[src/design/rmpb_pkg.sv]
// ----------------------------------------------------------------------------
// rmpb_pkg: shared types and constants for the RGB map paint/blend core
// Field widths, opcode, status and register codes, sequencer states and
// the channel combine and clamp functions.
// ----------------------------------------------------------------------------
package rmpb_pkg;

	localparam int CFG_W   = 9;    // map_width / map_height
	localparam int COORD_W = 11;   // x_pos / z_pos, signed
	localparam int CH_W    = 8;    // one colour channel
	localparam int FACT_W  = 10;   // blend factor, unsigned Q2.8
	localparam int OPC_W   = 3;
	localparam int STAT_W  = 2;
	localparam int OFFS_W  = 16;   // buffer_offset
	localparam int PIX_W   = 3 * CH_W;

	localparam int PDATA_W = 32;
	localparam int PADDR_W = 3;

	// shared multiply-add: acc = a * b + c
	localparam int MAC_A_W = 12;
	localparam int MAC_W   = 25;

	// floor(n / 3) == (n * 683) >> 11 for every n in 0..765
	localparam int GREY_MUL   = 683;
	localparam int GREY_SHIFT = 11;
	localparam int BLEND_SH   = 8;
	localparam int CH_MAX     = 255;

	typedef enum logic [OPC_W-1:0] {
		OP_SUB     = 3'd0,
		OP_REPLACE = 3'd1,
		OP_ADD     = 3'd2,
		OP_GREY    = 3'd3,
		OP_BLEND   = 3'd4,
		OP_KEEP    = 3'd5
	} opcode_t;

	typedef enum logic [STAT_W-1:0] {
		STAT_OUTSIDE = 2'd0,
		STAT_NO_DISP = 2'd1,
		STAT_OK      = 2'd2
	} status_t;

	typedef enum logic [0:0] {
		REG_WIDTH  = 1'b0,
		REG_HEIGHT = 1'b1
	} reg_idx_t;

	typedef enum logic [3:0] {
		ST_CLEAR,
		ST_IDLE,
		ST_AREA,
		ST_OFF,
		ST_DISP,
		ST_CHECK,
		ST_READ,
		ST_BR,
		ST_BG,
		ST_BB,
		ST_WB
	} state_t;

	typedef struct packed {
		logic                      en;
		logic signed [MAC_A_W-1:0] a;
		logic signed [MAC_A_W-1:0] b;
		logic signed [MAC_W-1:0]   c;
	} mac_req_t;

	// blend accumulator -> floored shift -> clamp to 0..255
	function automatic logic [CH_W-1:0] clamp_blend(input logic signed [MAC_W-1:0] acc);
		logic signed [MAC_W-1:0] sh;
		sh = acc >>> BLEND_SH;
		if (sh < 0)
			return '0;
		else if (sh > CH_MAX)
			return CH_W'(CH_MAX);
		else
			return sh[CH_W-1:0];
	endfunction

	// per-channel combine for one opcode, clamped
	function automatic logic [CH_W-1:0] chan_mix(
		input logic [OPC_W-1:0] op,
		input logic [CH_W-1:0]  old_v,
		input logic [CH_W-1:0]  new_v,
		input logic [CH_W-1:0]  grey_v,
		input logic [CH_W-1:0]  blend_v
	);
		logic signed [CH_W+1:0] v;
		logic signed [CH_W+1:0] o;
		logic signed [CH_W+1:0] n;
		o = $signed({2'b00, old_v});
		n = $signed({2'b00, new_v});
		case (op)
			OP_SUB:     v = o - n;
			OP_REPLACE: v = n;
			OP_ADD:     v = o + n;
			OP_GREY:    v = $signed({2'b00, grey_v}) + n;
			OP_BLEND:   v = $signed({2'b00, blend_v});
			default:    v = o;  // keep, and the unused codes
		endcase
		if (v < 0)
			return '0;
		else if (v > CH_MAX)
			return CH_W'(CH_MAX);
		else
			return v[CH_W-1:0];
	endfunction

endpackage

[src/design/rmpb_mac.sv]
// ----------------------------------------------------------------------------
// rmpb_mac: shared signed multiply-add with registered result
// acc <= a * b + c when enabled; holds otherwise.
// ----------------------------------------------------------------------------
module rmpb_mac import rmpb_pkg::*; (
	input  logic                    clk,
	input  mac_req_t                req,
	output logic signed [MAC_W-1:0] acc
);

	logic signed [2*MAC_A_W-1:0] prod;

	assign prod = req.a * req.b;

	always_ff @(posedge clk) begin
		if (req.en) begin
			acc <= MAC_W'(prod) + req.c;
		end
	end

endmodule

[config.mk]
export PLATFORM = sky130hd
export DESIGN_NAME = rmpb_mac
export DESIGN_NICKNAME = d
export VERILOG_FILES = /design/src/design/rmpb_pkg.sv /design/src/design/rmpb_mac.sv
export SDC_FILE = /design/constraint.sdc
export NUM_CORES = 1
export LEC_CHECK = 0
export BUFFER_PORTS_ARGS = -buffer_cell sky130_fd_sc_hd__buf_2
export CORE_MARGIN = 2
export CORE_UTILIZATION = 33
export CTS_BUF_LIST = sky130_fd_sc_hd__clkbuf_8
export DETAILED_ROUTE_END_ITERATION = 6
export PLACE_DENSITY = 0.5
export SETUP_SLACK_MARGIN = 0.5
export SYNTH_ARGS = -nofsm -noshare
export SYNTH_HDL_FRONTEND = slang
export SYNTH_SLANG_ARGS = --single-unit
[constraint.sdc]
create_clock -name clk -period 6.8 [get_ports clk]
set_clock_uncertainty 0.15 [all_clocks]
set_input_delay 0.68 -clock clk [delete_from_list [all_inputs] [get_ports clk]]
set_output_delay 0.68 -clock clk [all_outputs]
set_load 0.01 [all_outputs]
Yosys cells after proc, flatten, opt, wreduce, memory -nomap -nowiden
Index checks and enable logic that the tools add are counted.

Add/sub/neg operators: 1. Multiply operators: 1.

Operators by type and width (number): $add 24x25->25 (1); $mul 12x12->24 (1).

Bits of input ports: 51. Logic and storage cells: 3. Register bits: 25. Output and inout bits: 25.

Depth between registers and ports, before layout
Gate-level depths: netlist of the first run.

Word-level depth: 2. Depth in mapped cells: 21. Mapped depth without buffers: 20.

Least setup slack after synthesis of the first run
No wires, ideal clock.

Kind: input port to flip-flop. From: input req[48] in the netlist's numbering. To: register acc[18] (data pin). Setup slack: 0.921 ns. Data arrival time: 5.594 ns. Path buffers: 2. Stages on the path: 17. Path through: clkbuf_1 nand2_1 fa_1 fa_1 inv_1 fa_1 fa_1 fa_1 ha_1 ha_1 buf_6 a21oi_1 o221ai_1 a21oi_2 a21boi_1 or4_1 nand3_1.

Longest elaborated chain between the ends: 2.

RTL lines: start: declaration (RTL line rmpb_mac.sv:7) `input mac_req_t req,`; $mul 12x12->24 (RTL line rmpb_mac.sv:13) `assign prod = req.a * req.b;`; $add 24x25->25 (RTL line rmpb_mac.sv:17) `acc <= MAC_W'(prod) + req.c;`; end signal: assignment (RTL line rmpb_mac.sv:17); end: declaration (RTL line rmpb_mac.sv:8) `output logic signed [MAC_W-1:0] acc`.

No other way between the ends. A chain may end at the register's enable or synchronous reset.

Worst setup path in the final report of the first run
From: input req[26] in the netlist's numbering. To: register acc[22] (data pin).

Same word-level chain as after synthesis.

==> metrics.md, run 1 <==
| Metric | Value |
|---|---|
| Outcome | `complete, no violations` |
| CP Cell Sequence | `buf_2 -> and2_1 -> inv_1 -> fa_2 -> fa_1 -> inv_1 -> fa_1 -> fa_1 -> fa_1 -> ha_1 -> ha_1 -> nand3_1 -> o221ai_1 -> a21oi_2 -> a21oi_2 -> o22ai_1 -> xnor2_1` |
| Largest net degree at the start of global routing | `26` |
| Final Cycle Share | `85.2%` |
| Synth area leaders | `fa_1 45%, ha_1 12%, edfxtp_1 10%` |
| First-pass GRT wire length | `26400 µm` |
| Final number of setup-violating endpoints | `0` |
| Capture point of the worst path | `acc[22]` |
| CP Max Fanout | `12` |
| Critical path arrival | `5.68 ns` |
| CP Capture Type | `flip-flop` |
| Unrepaired setup endpoints after global routing | `false` |
| Area leader, netlist | `fa_1` |
| Post-route minimum period | `5.79 ns` |
| Final ANT Viol Nets | `0` |
| Max Clk Rate | `0.173 GHz` |
| Clk buf depth | `2` |
| Asr flop ratio synth | `0%` |
| Cell area after synthesis | `0.00732 mm²` |
| YS warnings | `0` |
| Final Max Slew Viols | `0` |
| Antenna violations before repair | `0` |
| Post-synth EDFFs | `25` |
| Initial DRT Pass Iterations | `4` |
| Netlist cell types | `43` |
| Via count | `roughly 5.0k` |
| Least-Margin Pin Slew | `about 0.6 ns` |
| Placed insts | `1074` |
| CTS tree | `built` |
| CP startpoint | `req[26]` |
| Kind of critical path | `in2reg` |
| Routed wire length | `15600 µm` |
| Syn avg cell area | `between 9 and 10 µm²` |
| Antenna fix cells | `0` |
| Routability cong. | `0.771` |
| Clock sink count | `25` |
| P&R area growth vs syn | `9.04%` |
| Post-Synthesis Cells | `between 700 and 800` |
| Die area | `about 0.023 mm²` |
| WHS | `0.549 ns` |
| Nets | `1084` |
| Most frequent CP cell | `fa_1` |
| 1st-iter DRT viols | `~190` |
| Prevailing post-synth register cell | `edfxtp_1` |
| Max_cap viols | `0` |
| Vias/cell | `4.60` |
| Post-Layout Cell Count | `1078` |
| CP required | `~6.7 ns` |
| CP Launch Type | `primary input` |
| I/O pin count | `76` |
| All-Layer GR Usage | `between 10 and 15%` |
| Share of layout cells above drive strength 1 | `10.7%` |
| IO Port Bufs | `75` |
| Die width | `153 µm` |
| Largest stage delay on the critical path | `roughly 0.8 ns` |
| Largest Register | `acc` |
| Initial core utilization | `about a third` |
| Setup TNS | `0 ns` |
| Root buffer cell | `clkbuf_8` |
| CP max stage cell | `fa_2` |
| Die H | `153 µm` |
| Site row count | `54` |
| H-tree levels | `1` |
| Slew margin rel. | `61.1%` |
| CORE AREA | `about 0.022 mm²` |
| Worst hold path type | `in2reg` |
| Max FFs per register | `25` |
| Hold Path Cell Cnt | `2` |
| Post-DP HPWL | `between 10000 and 15000 µm` |
| DRC viols | `0` |
| Mapped Nets | `1032` |
| Cts bufs inserted | `3` |
| Seq/Total Area, Yosys | `10.3%` |
| Clock transition at the registers of the reported paths | `0.09 ns` |
| CTS Hold Bufs | `0` |
| Register bit total from synthesis | `25` |
| Largest registers | `acc: 25 flops` |
| Post-synth top area share | `a little under half` |
| WL/cell | `~14 µm` |
| Total gr overflow | `0` |
| Final Hold Fails | `0` |
| Vias in the first global route | `5315` |
routing by layer:
layer | track usage (%) | up-vias | wire length, µm
met5 | 0 | - | 0
met1 | 17.4 | 2533 | 6230
met3 | 1.36 | 8 | 368
li1 | - | 2346 | -
met4 | 1.59 | 0 | 156
met2 | 27.0 | 71 | 8870
cells in the final DEF (no fill, tap or decap), types with 4 or more instances in the layout:
master      n
nand2b_1    4
nor2_1     11
o21ai_0     5
inv_1     187
o211ai_1    4
a21oi_1    11
buf_2      75
xnor2_1    21
edfxtp_1   25
ha_1       68
a211oi_1    5
o21a_1      4
nand3_1     7
o21ai_1     7
fa_1      165
nand2_1    77
nor2b_1    13
and2_1     63
nor3_1      8
critical path: cells and delay by family:
kind,cells,cell delay [ns]
AO/OA/AOI/OAI,4,0.71
XOR/XNOR,1,0.13
adder cells (fa/ha/maj),7,3.40
buffers and inverters,3,0.38
AND/OR/NAND/NOR,2,0.37
logic make-up (layout without fill, tap and decap cells):
kind of cell	after synthesis	after routing	share of synthesized area (%)
multiplexers	1	1	0.154
AND/OR/NAND/NOR	190	190	13.0
flip-flops	25	25	10.3
XOR/XNOR	23	23	2.75
buffers and inverters	215	266	11.1
adder cells (fa/ha/maj)	234	234	57.0
AO/OA/AOI/OAI	59	59	5.64
stage by stage:
step	instance area, µm²	worst slack (ns)	utilization [%]
2_1_floorplan	7320	0.921	-
3_3_place_gp	7930	0.493	36.3
3_5_place_dp	7930	0.439	36.3
4_1_cts	7980	0.744	36.6
5_1_grt	7980	0.703	36.6
6_report	7980	1.01	36.6
cell usage after synthesis (3+ instances only):
master     instances
inv_1            187
clkbuf_1          27
nand2_1           77
a211oi_1           5
o211ai_1           4
nor2b_1           13
nor2_1            11
a21o_1             3
edfxtp_1          25
o21a_1             4
fa_1             166
and2_1            63
a21oi_1           11
o21ai_1            7
ha_1              68
nand3_1            7
nand2b_1           4
o21ai_0            5
a2111oi_0          3
nor3_1             8
xnor2_1           21
how the worst min path moves through the flow:
stage | slack [ns] | endpoint | startpoint
floorplan | 0.64 | acc[0] | req[49]
global placement | 0.85 | acc[0] | req[0]
detailed placement | 0.83 | acc[0] | req[0]
CTS | 0.54 | acc[0] | req[0]
global route | 0.54 | acc[0] | req[0]
finish | 0.55 | acc[0] | req[0]
timing repair:
action,4_1_cts,5_1_grt
resized for setup,0,1
buffers inserted,0,0
hold endpoints to repair,0,0
setup endpoints to repair,0,5
layout make-up:
class | count | area, µm²
fill | 2296 | 13800
multi-input combinational | 507 | 5760
sequential | 25 | 751
inverter | 187 | 702
timing repair buffer | 75 | 375
tap | 280 | 350
clock buffer | 3 | 41.3
clock inverter | 1 | 5.00
Power of run 1 is left out: the tool's default activity adds up to more than one toggle a clock period on the data nets, which glitch-free logic cannot reach.
==> inputs of run 2 (changes only) <==
Settings changed: PLACE_DENSITY 0.5 to 0.52.
Clock period 6.8 ns to 5.05 ns, I/O delays scaled along.
==> metrics.md, run 2 (same netlist as run 1, synthesis figures left out) <==
| Metric | Value |
|---|---|
| Antenna violations before repair | `0 (unchanged)` |
| Routability cong. | `0.820 (+6.4%)` |
| Antenna fix cells | `0 (unchanged)` |
| Final number of setup-violating endpoints | `11 (+11)` |
| CP Capture Type | `flip-flop` |
| CORE AREA | `0.0218 mm² (unchanged)` |
| Kind of critical path | `in2reg` |
| CP Launch Type | `primary input` |
| CP Cell Sequence | `buf_12 -> and2_4 -> fa_1 -> inv_1 -> fa_1 -> inv_1 -> fa_1 -> fa_1 -> fa_1 -> fa_2 -> ha_4 -> o21ai_2 -> or2_4 -> a211o_4 -> a21oi_4 -> o22ai_1 -> xnor2_1` |
| WL/cell | `13.9 µm (-4.2%)` |
| Largest net degree at the start of global routing | `26 (unchanged)` |
| Most frequent cells in the layout | `178 x inv_1, 155 x fa_1, 118 x buf_4` |
| Clock transition at the registers of the reported paths | `0.09 ns (about the same)` |
| Least-Margin Pin Slew | `0.600 ns (+0.0168 ns)` |
| Post-DP HPWL | `15000 µm (+9.2%)` |
| Largest Register | `acc` |
| Die area | `0.0234 mm² (unchanged)` |
| Total gr overflow | `0 (unchanged)` |
| Initial DRT Pass Iterations | `4 (unchanged)` |
| Root buffer cell | `clkbuf_8` |
| Placed cell area | `0.00909 mm² (+15%)` |
| Critical path arrival | `5.14 ns (-0.54 ns)` |
| Failing checks | `negative setup slack` |
| Site row count | `54 (unchanged)` |
| Via count | `5401 (+8.9%)` |
| First-pass GRT wire length | `29000 µm (+9.5%)` |
| CP Max Fanout | `4 (-8)` |
| Final Hold Fails | `0 (unchanged)` |
| Final Max Slew Viols | `0 (unchanged)` |
| Die width | `153 µm (unchanged)` |
| CP max stage cell | `fa_1` |
| Unrepaired setup endpoints after global routing | `true` |
| Slew margin rel. | `60.0% (-1.1 points)` |
| IO Port Bufs | `75 (unchanged)` |
| DRC viols | `0 (unchanged)` |
| Clk buf depth | `2 (unchanged)` |
| Max FFs per register | `25 (unchanged)` |
| H-tree levels | `1 (unchanged)` |
| Clock sink count | `25 (unchanged)` |
| Largest registers | `acc: 25 flops` |
| Post-Layout Cell Count | `1208 (+12%)` |
| P&R area growth vs syn | `33.7%` |
| Most frequent CP cell | `fa_1` |
| Placed insts | `1186 (+10%)` |
| Vias/cell | `4.47 (-2.8%)` |
| Largest stage delay on the critical path | `0.55 ns (-0.24 ns)` |
| Routed wire length | `16800 µm (+7.3%)` |
| Outcome | `finished with violations` |
| Initial core utilization | `33.5% (unchanged)` |
| Most common cell after layout, fill and taps aside | `inv_1` |
| All-Layer GR Usage | `15.2% (+1.2 points)` |
| CP delay by family, top | `adder cells` |
| Nets | `1214 (+12%)` |
| 1st-iter DRT viols | `155 (-18%)` |
| CP bufs+invs | `3 (unchanged)` |
| Final worst slack | `-0.199 ns (-1.21 ns)` |
| Max_cap viols | `0 (unchanged)` |
| Max Clk Rate | `0.191 GHz` |
| Final ANT Viol Nets | `0 (unchanged)` |
| Final Cycle Share | `104%` |
| Cts bufs inserted | `3 (unchanged)` |
| CTS tree | `built` |
| Share of layout cells above drive strength 1 | `34.3% (+24 points)` |
| I/O pin count | `76 (unchanged)` |
| Post-route minimum period | `around 5.2 ns` |
| CP required | `4.94 ns (-1.75 ns)` |
| Vias in the first global route | `5909 (+11%)` |
| WHS | `0.369 ns (-0.180 ns)` |
| Worst hold path type | `in2reg` |
| Post-Layout Inst Area | `0.00979 mm² (+23%)` |
| Filler cells | `2132 (-7.1%)` |
| Die H | `153 µm (unchanged)` |
| CTS Hold Bufs | `0 (unchanged)` |
[run 2: cell type report]
class	count	area [µm²]	area share, %
Tap cell	280	350	3.58
Inverter	187	702	7.17
Sequential cell	25	751	7.67
Clock inverter	1	3.75	0.0383
Multi-Input combinational cell	507	6380	65.2
Clock buffer	3	41.3	0.422
Timing Repair Buffer	205	1560	15.9
[run 2: final timing paths]
path / slack, ns / end / depth (start not counted) / from
hold / removal: 0.37 / acc[0] / 2 / req[0]
setup / recovery: -0.20 / acc[22] / 17 / req[46]
[run 2: routing by layer]
metal | part of all wire (%) | wire length (µm) | global-route usage [%] | vias up
met5 | 0 | 0 | 0 | -
met4 | 1.1 | 187 | 1.50 | 0
met3 | 3.1 | 522 | 1.67 | 8
met2 | 54 | 9100 | 28.0 | 93
met1 | 42 | 6960 | 20.1 | 2691
li1 | - | - | - | 2609
[run 2: metrics by stage]
step                      setup TNS [ns]  util (%)  worst slack [ns]
after global routing               -2.91      44.9            -0.316
after CTS                          -1.51      43.2            -0.246
final                              -1.40      44.9            -0.199
after floorplan                    -2.34         -            -0.338
after global placement             -7.19      41.7            -0.658
after detailed placement           -7.74      41.7            -0.674
[run 2: repair_timing]
| action | in CTS | in global routing |
|---|---|---|
| setup buffers | 6 | 12 |
| resized for setup | 55 | 70 |
| pin swaps | 49 | 41 |
| setup endpoints to repair | 18 | 18 |
Power of run 2 is left out for the same reason.
